--- src/hdl/nsf_pkg.sv ---
`default_nettype none
// ----------------------------------------------------------------------------
// nsf_pkg
// Shared types, constants and the CRC-32 byte step of the notify section
// filter.
// ----------------------------------------------------------------------------
package nsf_pkg;

   localparam int MAX_SECTION_BYTES = 4096;

   localparam int BYTE_W  = 8;
   localparam int WORD_W  = 32;
   localparam int LEN_W   = 12;           // section length field width
   localparam int IDX_W   = 12;           // byte position within a section
   localparam int SUM_W   = LEN_W + 1;    // length plus header, no overflow
   localparam int TYPE_W  = 8;
   localparam int DONE_W  = 12;           // entries completed in a section
   localparam int OFF_W   = 3;            // position within a 5-byte entry

   localparam logic [WORD_W-1:0] CRC_POLY = 32'h04C1_1DB7;
   localparam logic [WORD_W-1:0] CRC_INIT = 32'hFFFF_FFFF;

   localparam logic [IDX_W-1:0] HDR_BYTES     = 12'd3;
   localparam logic [IDX_W-1:0] LEN_HI_BYTE   = 12'd1;
   localparam logic [IDX_W-1:0] LEN_LO_BYTE   = 12'd2;
   localparam logic [IDX_W-1:0] CID_FIRST     = 12'd5;
   localparam logic [IDX_W-1:0] CID_LAST      = 12'd8;
   localparam logic [IDX_W-1:0] TYPE_BYTE     = 12'd10;
   localparam logic [IDX_W-1:0] COUNT_FIRST   = 12'd12;
   localparam logic [IDX_W-1:0] COUNT_LAST    = 12'd15;
   localparam logic [IDX_W-1:0] ENTRY_FIRST   = 12'd16;
   localparam logic [LEN_W-1:0] MIN_LENGTH    = 12'd4;
   localparam logic [OFF_W-1:0] ENTRY_ID_LAST = 3'd3;
   localparam logic [OFF_W-1:0] ENTRY_END     = 3'd4;
   localparam logic [TYPE_W-1:0] TYPE_ANY_MAX = 8'd1;   // types 0,1: everyone
   localparam logic [TYPE_W-1:0] TYPE_INC_MAX = 8'd3;   // types 2,3: id list

   localparam int QUEUE_DEPTH = 4;
   localparam int QPTR_W      = $clog2(QUEUE_DEPTH);
   localparam int QCNT_W      = $clog2(QUEUE_DEPTH + 1);

   // One classified section byte, front to back.
   typedef struct packed {
      logic [BYTE_W-1:0] data;
      logic              clear;        // first byte of a new section
      logic              crc_upd;
      logic              cap_content;
      logic              cap_type;
      logic              cap_count;
      logic              entry;        // byte inside the entry list
      logic              entry_id_end; // last id byte of an entry
      logic              entry_end;    // last byte of an entry
      logic              recv;         // trailing CRC byte
      logic              last;         // final CRC byte, produces a result
   } nsf_cmd_type;

   typedef struct packed {
      logic              crc_ok;
      logic              section_match;
      logic [WORD_W-1:0] content_id;
      logic              match_seen;
   } nsf_rsp_type;

   function automatic logic [WORD_W-1:0] crc_byte(input logic [WORD_W-1:0] crc,
                                                   input logic [BYTE_W-1:0] b);
      logic [WORD_W-1:0] c;
      c = crc ^ {b, {(WORD_W-BYTE_W){1'b0}}};
      for (int k = 0; k < BYTE_W; k++) begin
         if (c[WORD_W-1]) begin
            c = (c << 1) ^ CRC_POLY;
         end else begin
            c = c << 1;
         end
      end
      return c;
   endfunction

endpackage
`default_nettype wire

--- src/hdl/notify_section_filter.sv ---
`default_nettype none
// ----------------------------------------------------------------------------
// notify_section_filter
// Byte-serial filter for broadcast notify private sections with CRC-32 check.
// ----------------------------------------------------------------------------
// Takes one section byte per clock (push/full), start_of_section marking byte
// 0. The 12-bit length is read from bytes 1-2; sections shorter than 4 or
// longer than MAX_SECTION_BYTES are dropped silently. An MPEG-2 CRC-32 runs
// over every byte ahead of the trailing CRC field. Content id (bytes 5..8),
// notify type (byte 10) and entry count (bytes 12..15) are captured, and the
// 5-byte entries from byte 16 on are searched for csr_machine_id. One result
// comes out (empty/pop) after the last CRC byte. Throughput is one byte per
// cycle while the back end is not held: the front end tags each byte
// combinationally, and the back end folds one byte per cycle into the CRC
// (an unrolled 8-step shift-and-xor update). A four-entry command queue
// between them plus the result register let the input keep flowing while a
// result waits; only a section end that finds the result register still
// occupied holds the back end. The last CRC byte passes through the command
// queue, behind any bytes ahead of it, and then into the result register.
// csr_machine_id is to be written only while no section is in flight.
// ----------------------------------------------------------------------------
module notify_section_filter (
   input  wire logic                       clock,
   input  wire logic                       reset,
   // byte input
   input  wire logic                       push,
   output logic                            full,
   input  wire logic [nsf_pkg::BYTE_W-1:0] req_section_byte,
   input  wire logic                       req_start_of_section,
   // result output
   output logic                            empty,
   input  wire logic                       pop,
   output logic                            rsp_crc_ok,
   output logic                            rsp_section_match,
   output logic [nsf_pkg::WORD_W-1:0]      rsp_content_id,
   output logic                            rsp_match_seen,
   // machine id register
   input  wire logic                       csr_valid,
   output logic                            csr_ready,
   input  wire logic [nsf_pkg::WORD_W-1:0] csr_machine_id
);
   import nsf_pkg::*;

   logic [WORD_W-1:0] machine_id_ff;

   nsf_cmd_type q_wr_data, q_rd_data;
   logic        q_wr_en, q_full, q_rd_en, q_valid;
   logic        rsp_valid;
   nsf_rsp_type rsp_data;

   // Register write is always taken.
   assign csr_ready = 1'b1;

   always_ff @(posedge clock) begin
      if (reset) begin
         machine_id_ff <= '0;
      end else if (csr_valid) begin
         machine_id_ff <= csr_machine_id;
      end
   end

   // Front: tracks position in the section and classifies every byte.
   nsf_front u_front (
      .clock                (clock),
      .reset                (reset),
      .req_push             (push),
      .req_full             (full),
      .req_section_byte     (req_section_byte),
      .req_start_of_section (req_start_of_section),
      .cmd_push             (q_wr_en),
      .cmd_data             (q_wr_data),
      .cmd_full             (q_full)
   );

   // Decoupling queue; front and back stall independently.
   nsf_cmd_queue u_queue (
      .clock   (clock),
      .reset   (reset),
      .wr_en   (q_wr_en),
      .wr_data (q_wr_data),
      .full    (q_full),
      .rd_en   (q_rd_en),
      .rd_data (q_rd_data),
      .valid   (q_valid)
   );

   // Back: CRC, field capture, entry scan, result register.
   nsf_back u_back (
      .clock      (clock),
      .reset      (reset),
      .machine_id (machine_id_ff),
      .cmd_valid  (q_valid),
      .cmd_data   (q_rd_data),
      .cmd_pop    (q_rd_en),
      .rsp_valid  (rsp_valid),
      .rsp_data   (rsp_data),
      .rsp_take   (pop)
   );

   assign empty             = !rsp_valid;
   assign rsp_crc_ok        = rsp_data.crc_ok;
   assign rsp_section_match = rsp_data.section_match;
   assign rsp_content_id    = rsp_data.content_id;
   assign rsp_match_seen    = rsp_data.match_seen;

endmodule
`default_nettype wire

--- src/hdl/nsf_front.sv ---
`default_nettype none
// ----------------------------------------------------------------------------
// nsf_front
// Byte tracker: follows position and length of the open section and tags
// each byte with the work the back end has to do.
// ----------------------------------------------------------------------------
module nsf_front (
   input  wire logic                        clock,
   input  wire logic                        reset,
   input  wire logic                        req_push,
   output logic                             req_full,
   input  wire logic [nsf_pkg::BYTE_W-1:0]  req_section_byte,
   input  wire logic                        req_start_of_section,
   output logic                             cmd_push,
   output nsf_pkg::nsf_cmd_type             cmd_data,
   input  wire logic                        cmd_full
);
   import nsf_pkg::*;

   logic             in_sec_ff, in_sec_in;
   logic [IDX_W-1:0] idx_ff, idx_in;
   logic [LEN_W-1:0] len_ff, len_in;
   logic [OFF_W-1:0] off_ff, off_in;

   logic             start;
   logic             active;
   logic [IDX_W-1:0] i;
   logic [LEN_W-1:0] len;
   logic [OFF_W-1:0] off;
   logic [LEN_W-1:0] len_new;
   logic             accept;
   nsf_cmd_type      cmd;

   assign req_full = cmd_full;
   assign accept   = req_push && !cmd_full;
   assign start    = req_start_of_section;

   always_comb begin
      active  = start || in_sec_ff;
      i       = start ? '0 : idx_ff;
      len     = start ? '0 : len_ff;
      off     = start ? '0 : off_ff;
      len_new = {len[LEN_W-1:BYTE_W], req_section_byte};

      in_sec_in = active;
      idx_in    = i;
      len_in    = len;
      off_in    = off;
      cmd       = '0;
      cmd.data  = req_section_byte;
      cmd.clear = start;

      if (active) begin
         if (i < HDR_BYTES) begin
            cmd.crc_upd = 1'b1;
            if (i == LEN_HI_BYTE) begin
               len_in = {req_section_byte[LEN_W-BYTE_W-1:0], {BYTE_W{1'b0}}};
            end
            if (i == LEN_LO_BYTE) begin
               len_in = len_new;
               if (len_new < MIN_LENGTH ||
                   ({1'b0, len_new} + SUM_W'(3)) > SUM_W'(MAX_SECTION_BYTES)) begin
                  in_sec_in = 1'b0;
               end
            end
            idx_in = i + 1'b1;
         end else begin
            cmd.cap_content = (i >= CID_FIRST) && (i <= CID_LAST);
            cmd.cap_type    = (i == TYPE_BYTE);
            cmd.cap_count   = (i >= COUNT_FIRST) && (i <= COUNT_LAST);
            if (i < len - 1'b1) begin
               cmd.crc_upd = 1'b1;
               if (i >= ENTRY_FIRST) begin
                  cmd.entry        = 1'b1;
                  cmd.entry_id_end = (off == ENTRY_ID_LAST);
                  cmd.entry_end    = (off == ENTRY_END);
                  off_in           = (off == ENTRY_END) ? '0 : off + 1'b1;
               end
               idx_in = i + 1'b1;
            end else begin
               cmd.recv = 1'b1;
               if (i == len + LEN_W'(2)) begin
                  cmd.last  = 1'b1;
                  in_sec_in = 1'b0;
                  idx_in    = '0;
               end else begin
                  idx_in = i + 1'b1;
               end
            end
         end
      end
   end

   assign cmd_push = accept && active;
   assign cmd_data = cmd;

   always_ff @(posedge clock) begin
      if (reset) begin
         in_sec_ff <= 1'b0;
         idx_ff    <= '0;
         len_ff    <= '0;
         off_ff    <= '0;
      end else if (accept) begin
         in_sec_ff <= in_sec_in;
         idx_ff    <= idx_in;
         len_ff    <= len_in;
         off_ff    <= off_in;
      end
   end

endmodule
`default_nettype wire

--- src/hdl/nsf_cmd_queue.sv ---
`default_nettype none
// ----------------------------------------------------------------------------
// nsf_cmd_queue
// Short FIFO of classified bytes between front and back end.
// ----------------------------------------------------------------------------
module nsf_cmd_queue (
   input  wire logic                 clock,
   input  wire logic                 reset,
   input  wire logic                 wr_en,
   input  wire nsf_pkg::nsf_cmd_type wr_data,
   output logic                      full,
   input  wire logic                 rd_en,
   output nsf_pkg::nsf_cmd_type      rd_data,
   output logic                      valid
);
   import nsf_pkg::*;

   nsf_cmd_type       mem_ff [QUEUE_DEPTH];
   logic [QPTR_W-1:0] wr_ptr_ff, rd_ptr_ff;
   logic [QCNT_W-1:0] cnt_ff;
   logic              do_wr, do_rd;

   assign full    = (cnt_ff == QCNT_W'(QUEUE_DEPTH));
   assign valid   = (cnt_ff != '0);
   assign rd_data = mem_ff[rd_ptr_ff];
   assign do_wr   = wr_en && !full;
   assign do_rd   = rd_en && valid;

   always_ff @(posedge clock) begin
      if (do_wr) begin
         mem_ff[wr_ptr_ff] <= wr_data;
      end
   end

   always_ff @(posedge clock) begin
      if (reset) begin
         wr_ptr_ff <= '0;
         rd_ptr_ff <= '0;
         cnt_ff    <= '0;
      end else begin
         if (do_wr) begin
            wr_ptr_ff <= (wr_ptr_ff == QPTR_W'(QUEUE_DEPTH - 1)) ? '0 : wr_ptr_ff + 1'b1;
         end
         if (do_rd) begin
            rd_ptr_ff <= (rd_ptr_ff == QPTR_W'(QUEUE_DEPTH - 1)) ? '0 : rd_ptr_ff + 1'b1;
         end
         if (do_wr && !do_rd) begin
            cnt_ff <= cnt_ff + 1'b1;
         end else if (do_rd && !do_wr) begin
            cnt_ff <= cnt_ff - 1'b1;
         end
      end
   end

endmodule
`default_nettype wire

--- src/hdl/nsf_back.sv ---
`default_nettype none
// ----------------------------------------------------------------------------
// nsf_back
// Section engine: CRC, header fields, entry scan and the result register.
// ----------------------------------------------------------------------------
module nsf_back (
   input  wire logic                       clock,
   input  wire logic                       reset,
   input  wire logic [nsf_pkg::WORD_W-1:0] machine_id,
   input  wire logic                       cmd_valid,
   input  wire nsf_pkg::nsf_cmd_type       cmd_data,
   output logic                            cmd_pop,
   output logic                            rsp_valid,
   output nsf_pkg::nsf_rsp_type            rsp_data,
   input  wire logic                       rsp_take
);
   import nsf_pkg::*;

   logic [WORD_W-1:0] crc_ff, crc_in;
   logic [WORD_W-1:0] recv_ff, recv_in;
   logic [TYPE_W-1:0] type_ff, type_in;
   logic [WORD_W-1:0] cid_ff, cid_in;
   logic [WORD_W-1:0] count_ff, count_in;
   logic [WORD_W-1:0] shift_ff, shift_in;
   logic [DONE_W-1:0] done_ff, done_in;
   logic              found_ff, found_in;
   logic              sticky_ff, sticky_in;
   logic              rsp_valid_ff;
   nsf_rsp_type       rsp_ff, rsp_in;

   logic              go;
   logic              ok, match;

   // A final byte waits only while the previous result is still held.
   assign cmd_pop = cmd_valid && (!cmd_data.last || !rsp_valid_ff || rsp_take);
   assign go      = cmd_pop;

   always_comb begin
      crc_in   = cmd_data.clear ? CRC_INIT : crc_ff;
      recv_in  = cmd_data.clear ? '0 : recv_ff;
      type_in  = cmd_data.clear ? '0 : type_ff;
      cid_in   = cmd_data.clear ? '0 : cid_ff;
      count_in = cmd_data.clear ? '0 : count_ff;
      shift_in = cmd_data.clear ? '0 : shift_ff;
      done_in  = cmd_data.clear ? '0 : done_ff;
      found_in = cmd_data.clear ? 1'b0 : found_ff;
      sticky_in = sticky_ff;

      ok    = 1'b0;
      match = 1'b0;

      if (cmd_data.cap_content) cid_in   = {cid_in[WORD_W-BYTE_W-1:0], cmd_data.data};
      if (cmd_data.cap_type)    type_in  = cmd_data.data;
      if (cmd_data.cap_count)   count_in = {count_in[WORD_W-BYTE_W-1:0], cmd_data.data};
      if (cmd_data.recv)        recv_in  = {recv_in[WORD_W-BYTE_W-1:0], cmd_data.data};

      if (cmd_data.entry) begin
         shift_in = {shift_in[WORD_W-BYTE_W-1:0], cmd_data.data};
         if (cmd_data.entry_id_end && (WORD_W'(done_in) < count_in) &&
             (shift_in == machine_id)) begin
            found_in = 1'b1;
         end
         if (cmd_data.entry_end) begin
            done_in = done_in + 1'b1;
         end
      end

      // CRC is compared before this byte would be folded in; CRC bytes never are.
      if (cmd_data.last) begin
         ok = (crc_in == recv_in);
         if (ok) begin
            if (type_in <= TYPE_ANY_MAX || machine_id == '0) begin
               match = 1'b1;
            end else if (type_in <= TYPE_INC_MAX) begin
               match = found_in;
            end else begin
               match = !found_in;
            end
         end
         if (match) begin
            sticky_in = 1'b1;
         end
      end

      if (cmd_data.crc_upd) begin
         crc_in = crc_byte(crc_in, cmd_data.data);
      end

      rsp_in.crc_ok        = ok;
      rsp_in.section_match = match;
      rsp_in.content_id    = ok ? cid_in : '0;
      rsp_in.match_seen    = sticky_in;
   end

   always_ff @(posedge clock) begin
      if (reset) begin
         crc_ff       <= CRC_INIT;
         recv_ff      <= '0;
         type_ff      <= '0;
         cid_ff       <= '0;
         count_ff     <= '0;
         shift_ff     <= '0;
         done_ff      <= '0;
         found_ff     <= 1'b0;
         sticky_ff    <= 1'b0;
         rsp_valid_ff <= 1'b0;
      end else begin
         if (go) begin
            crc_ff    <= crc_in;
            recv_ff   <= recv_in;
            type_ff   <= type_in;
            cid_ff    <= cid_in;
            count_ff  <= count_in;
            shift_ff  <= shift_in;
            done_ff   <= done_in;
            found_ff  <= found_in;
            sticky_ff <= sticky_in;
         end
         if (go && cmd_data.last) begin
            rsp_valid_ff <= 1'b1;
         end else if (rsp_take) begin
            rsp_valid_ff <= 1'b0;
         end
      end
   end

   always_ff @(posedge clock) begin
      if (go && cmd_data.last) begin
         rsp_ff <= rsp_in;
      end
   end

   assign rsp_valid = rsp_valid_ff;
   assign rsp_data  = rsp_ff;

endmodule
`default_nettype wire

--- config.mk ---
export PLATFORM = sky130hd
export DESIGN_NAME = notify_section_filter
export DESIGN_NICKNAME = d
export VERILOG_FILES = /design/src/hdl/nsf_pkg.sv /design/src/hdl/notify_section_filter.sv /design/src/hdl/nsf_front.sv /design/src/hdl/nsf_cmd_queue.sv /design/src/hdl/nsf_back.sv
export SDC_FILE = /design/constraint.sdc
export NUM_CORES = 1
export LEC_CHECK = 0
export BUFFER_PORTS_ARGS = -buffer_cell sky130_fd_sc_hd__buf_2
export CORE_UTILIZATION = 62
export DETAILED_ROUTE_END_ITERATION = 10
export PLACE_DENSITY = 0.8
export SETUP_SLACK_MARGIN = 0.5
export SLEW_MARGIN = 20
export SYNTH_ARGS = -nofsm -noshare
export SYNTH_HDL_FRONTEND = slang
export SYNTH_HIERARCHICAL = 1
export SYNTH_SLANG_ARGS = --single-unit
--- constraint.sdc ---
create_clock -name clock -period 4.3 [get_ports clock]
set_input_delay 0.645 -clock clock [delete_from_list [all_inputs] [get_ports clock]]
set_output_delay 0.645 -clock clock [all_outputs]
set_load 0.02 [all_outputs]
Word-level counts from Yosys, hierarchy flattened
Memories as Yosys holds them, arrays and structs flattened. A register that Yosys moved wholly into a read port is not among the register bits. Cells that the tools add are included.

Add/subtract/negate cells: 10. Order comparisons: 12. Equal/unequal tests: 11. Multiplexer cells: 80. Bitwise logic cells: 9. Reduce and logical (&&, ||, !) cells: 27.

Operators by type and width (number): $mux 32 (15); $mux 27 (8); $mux 12 (13); $not 14->14 (8); $eq 32x32->1 (2); $mux 24 (2); $logic_not 32->1 (1); $lt 12x32->1 (1); $xor 32x32->32 (1); $mux 3 (10); $add 12x1->12 const B (2); $le 12x4->1 const B (2); $mux 8 (3); $mux 1 (23); $add 12x2->13 const B (1); $gt 13x13->1 const B (1); $add 12x2->12 const B (1); $eq 12x1->1 const B (1); $eq 12x12->1 (1); $eq 12x2->1 const B (1); $eq 12x4->1 const B (1); $ge 12x3->1 const B (1); $ge 12x4->1 const B (1); $ge 12x5->1 const B (1); other kinds (19) (48).

Bits in registers: 277. Memory bits (writable): 72. Bits of input ports: 46. Output and inout port bits: 38. Word-level logic and storage cells: 172. Memories: 1.

Memory list: u_queue.mem_ff (words 4, bits a word 18, read ports 1, clocked after Yosys merged registers in 1, wr ports 1, RTL line nsf_cmd_queue.sv:18) `nsf_cmd_type mem_ff [QUEUE_DEPTH];`.

Logic depth before layout (Yosys ltp)
Depth after elaboration: 26. Gate-level depth with buffers: 18. Depth with buffers taken out: 17.

Cells and area by module
The synthesis kept the hierarchy.

Modules (own cells, without submodules): nsf_back (times used 1, cells each 1274, area an instance 11479.8 um2, sequential area each 4534.3 um2); nsf_cmd_queue (times used 1, cells each 144, area an instance 3100.5 um2, sequential area each 2342.2 um2); nsf_front (times used 1, cells each 368, area an instance 2741.4 um2, sequential area each 560.5 um2); notify_section_filter (times used 1, cells each 106, area an instance 1178.6 um2, sequential area each 640.6 um2).

Worst setup path after synthesis
Ideal clock, no wire load.

Path type: register to register. Start: register with a tool-made name. End: register u_back.rsp_ff, in the netlist u_back/rsp_data[0] (data pin). Setup time: 188 ps. Arrival: 3786 ps. Required time: 4112 ps. Slack: 326 ps. Cell stages (with the launch flop): 19. Path buffers: 8. Clock period less this slack: 3974 ps. Path through: dfxtp_1 > buf_4 > mux4_2 > buf_2 > buf_2 > buf_2 > buf_2 > buf_2 > buf_2 > clkbuf_1 > nor2b_1 > ha_1 > nand3_1 > a31oi_1 > o21ai_0 > a211oi_1 > o32a_1 > and3b_1 > o41ai_1.

RTL lines: to (signal assigned) (RTL line nsf_back.sv:129) `rsp_ff <= rsp_in;`; to (decl) (RTL line nsf_back.sv:29) `nsf_rsp_type rsp_ff, rsp_in;`.

==> results.py <==
metrics = {
    "synthesis": {
        "synth_edf_count": 107,
        "synth_warnings": 6,
        "synth.avg_cell_area_um2": 9.778,
        "synth_cell_type_count": 82,
        "ys_ff_latch": 350,
        "syn_nets": 1978,
        "synth-main-ff-cell": "dfxtp_1",
        "synth_cells": 1892,
        "async_flop_share": 0,
        "synth_area_um2": 18500,
        "ys_seq_area_frac": 0.4366,
    },
    "global_route": {
        "gr-usage-all-layers": 0.3085,
        "grt.overflow.total": 0,
        "grt_max_degree": 101,
        "grt_pass1_wl_um": 75170,
        "antenna_found_initial": 0,
        "grt_pass1_vias": 13990,
    },
    "worst_setup_path": {
        "worstPathRequired_ns": 4.62,
        "worst-setup-path-type": "flop to flop",
        "path_cells": "mux4_2 -> buf_12 -> buf_4 -> mux2i_1 -> xnor2_1 -> or4_1 -> nor4_2 -> nand4_1 -> or3_4 -> a211oi_1",
        "cp_top_family": "simple AND/OR/NAND/NOR gates",
        "timing.rr.end": "u_back/rsp_data[33]",
        "arrival_ns": 3.98,
        "cp_max_fo": 13,
        "cpPeakStageDelay_ns": 0.62,
        "reg2reg_depth": 10,
        "crit_buf_inv": 2,
        "r2r_slack_ns": 0.64,
        "crit_slowest_cell": "mux4_2",
        "worstSetupStartpointType": "flop",
        "critPathCaptureType": "flop",
    },
    "cts": {
        "htree_levels": 2,
        "clock_path_buffers": 3,
        "clockRootBuffer": "clkbuf_16",
        "cts.sinks": 350,
        "cts_tree": "yes",
        "cts_buffers": 38,
        "path_clk_slew_ns": 0.06,
        "clk_latency_ns": 0.52,
    },
    "place": {
        "globalplace.congestion": 0.9576,
        "place_inst": 2241,
        "portBuffers": 82,
        "hpwl_um": 31180,
    },
    "layout": {
        "layout_common_cells": "nor2_1 (275), dfxtp_1 (242), a22oi_1 (108)",
        "drive_above_1_share": 0.1538,
        "final_util": 0.7080,
        "antennaDiodeCount": 0,
        "final_cells": 2341,
        "fin_nets": 2015,
        "layout_commonest_cell": "nor2_1",
        "areaGrowthSynthToFinish_pct": 11.03,
    },
    "power_and_ir_drop": {
        "total_power_mw": 13.70,
        "peakVddDrop_mv": 0.4609,
        "p_leak_nw": 7.610,
        "p_per_area_nw_per_um2": 666.9,
    },
    "routing": {
        "ant_nets": 0,
        "vias": 15000,
        "drtIter0Drc": 1768,
        "wire_per_inst_um": 20.58,
        "first_pass_iters": 6,
        "routed_wl_um": 48180,
        "drcViolationCount": 0,
        "routed_via_density": 6.405,
    },
    "floorplan": {
        "start_util": 0.6377,
        "core_um2": 29010,
        "fp-row-count": 62,
        "die_h_um": 174.7,
        "die-width_um": 174.7,
        "io_pins": 84,
        "die-area_um2": 30530,
    },
    "timing": {
        "timing.fmax_mhz": 273.4,
        "fin_skew_ns": 0.01455,
        "slew-limit-headroom": 0.3176,
        "timing.final.crit_period_ns": 3.658,
        "rsz0062_at_grt": "false",
        "timing.setup.tns_ns": 0,
        "slew_violations": 0,
        "fin_crit_sh": 0.8507,
        "setup_violations": 0,
        "worst_pin_slew_ns": 1.024,
        "final-hold-violation-count": 0,
    },
    "min_path": {
        "whs_path_depth": 3,
        "hold_path_end": "machine_id_ff[22]",
        "hold_path.class": "input pin to flop",
        "min_from": "csr_machine_id[22]",
    },
    "run_status": {
        "status": "completed",
    },
    "flow_run": {
        "drv_cap": 0,
    },
}
kinds of logic (layout without fill, tap and decap cells):
logic type               Yosys count  count (layout)  share of synthesized area
AO/OA/AOI/OAI                    351             351                     0.1302
XOR/XNOR                         154             154                    0.07751
adder cells (fa/ha/maj)           40              40                    0.02746
buffers and inverters            192             253                    0.05241
flip-flops                       350             350                     0.4366
multiplexers                     120             123                    0.07784
other                              1               1                  0.0002027
AND/OR/NAND/NOR                  684             685                     0.1978
sequential cells by signal, summed over array words and instances, names as in the netlist, 2 cells and up, named ones only:
register and count:
u_queue/cnt_ff 3, u_front/off_ff 3, u_queue/mem_ff 72, u_queue/wr_ptr_ff 2, u_back/crc_ff 32, u_back/done_ff 12, u_back/cid_ff 32, u_back/rsp_data 35
u_front/idx_ff 12, u_back/type_ff 7, machine_id_ff 32, u_back/recv_ff 32, u_back/count_ff 32, u_front/len_ff 12, u_queue/rd_ptr_ff 2, u_back/shift_ff 24
worst min-delay path: stages:
cell,delay (ns)
buf_2,0.08
mux2i_1,0.05
nor2_1,0.07
how the worst max path moves through the flow:
stage | from | end | slack (ns) | cells past startpoint
global route | flop | u_back/rsp_data[33] | 0.50 | 9
CTS | flop | u_back/rsp_data[33] | 0.46 | 9
global placement | req_start_of_section | u_queue/mem_ff[0][3] | 0.48 | 18
detailed placement | flop | u_back/rsp_data[33] | 0.34 | 9
finish | flop | u_back/rsp_data[33] | 0.64 | 10
floorplan | flop | u_back/rsp_data[0] | 0.50 | 17
power by group:
group | switching [mW] | total (mW) | internal [mW] | leakage (nW)
sequential | 0.416 | 4.27 | 3.85 | 2.97
combinational | 3.58 | 6.16 | 2.58 | 4.01
clock | 1.32 | 3.27 | 1.95 | 0.625
area by class of cell:
type | count | area [um^2]
clock inverter | 20 | 185.2
timing repair buffer | 149 | 985.9
sequential | 350 | 8082
tap | 384 | 480.5
clock buffer | 48 | 1070
fill | 2144 | 8472
inverter | 36 | 157.7
multi-input combinational | 1354 | 9580
Yosys cell counts (8+ instances only):
master      n  area share
nor4_1     37       0.013
a21oi_1    62       0.017
dfxtp_1   243        0.26
a21o_1      8      0.0032
xnor2_1   105       0.050
a211oi_1   11      0.0045
nor3b_1    23      0.0093
ha_1       39       0.026
mux2i_1    94       0.051
inv_1      32      0.0065
nor2b_1    46       0.016
nor2_1    275       0.056
nor3_1     19      0.0051
a22oi_1   108       0.044
and3_1     18      0.0061
nand2_1    72       0.015
o21ai_0    40       0.011
nand2b_1   52       0.018
edfxtp_1  107        0.17
a32oi_1    35       0.017
xor2_1     43       0.020
o22ai_1    35       0.012
buf_4      13      0.0053
clkbuf_1   95       0.019
nor2_4     29       0.018
mux4_2     18       0.022
and2_1     13      0.0044
nand3_1    31      0.0084
nand4_1    22      0.0074
a31oi_1     8      0.0027
buf_2      28      0.0076
per-layer routing:
| layer | part of all wire | vias to the layer above | GRT usage |
|---|---|---|---|
| met4 | 0.032 | 0 | 0.1188 |
| met3 | 0.084 | 120 | 0.05113 |
| li1 | - | 6891 | - |
| met1 | 0.41 | 7217 | 0.4096 |
| met2 | 0.47 | 767 | 0.5050 |
| met5 | 0 | - | 0 |
what timing repair did:
item	in CTS	in global routing
pin swaps	1	1
hold buffers	0	0
resized for setup	3	7
buffers inserted	0	28
endpoints found under the setup margin	4	46
gates cloned	3	1
per-stage QoR:
| stage | instance area, um^2 | hold WS [ns] | setup WS (ns) |
|---|---|---|---|
| final | 20540 | 0.3688 | 0.6418 |
| after global placement | 18930 | 0.4380 | 0.4813 |
| after global routing | 20540 | 0.3652 | 0.4992 |
| after floorplan | 18530 | 0.4272 | 0.5035 |
| after CTS | 20250 | 0.3571 | 0.4613 |
| after detailed placement | 18930 | 0.4588 | 0.3404 |
No activity file was read; power rests on OpenSTA's default activity.
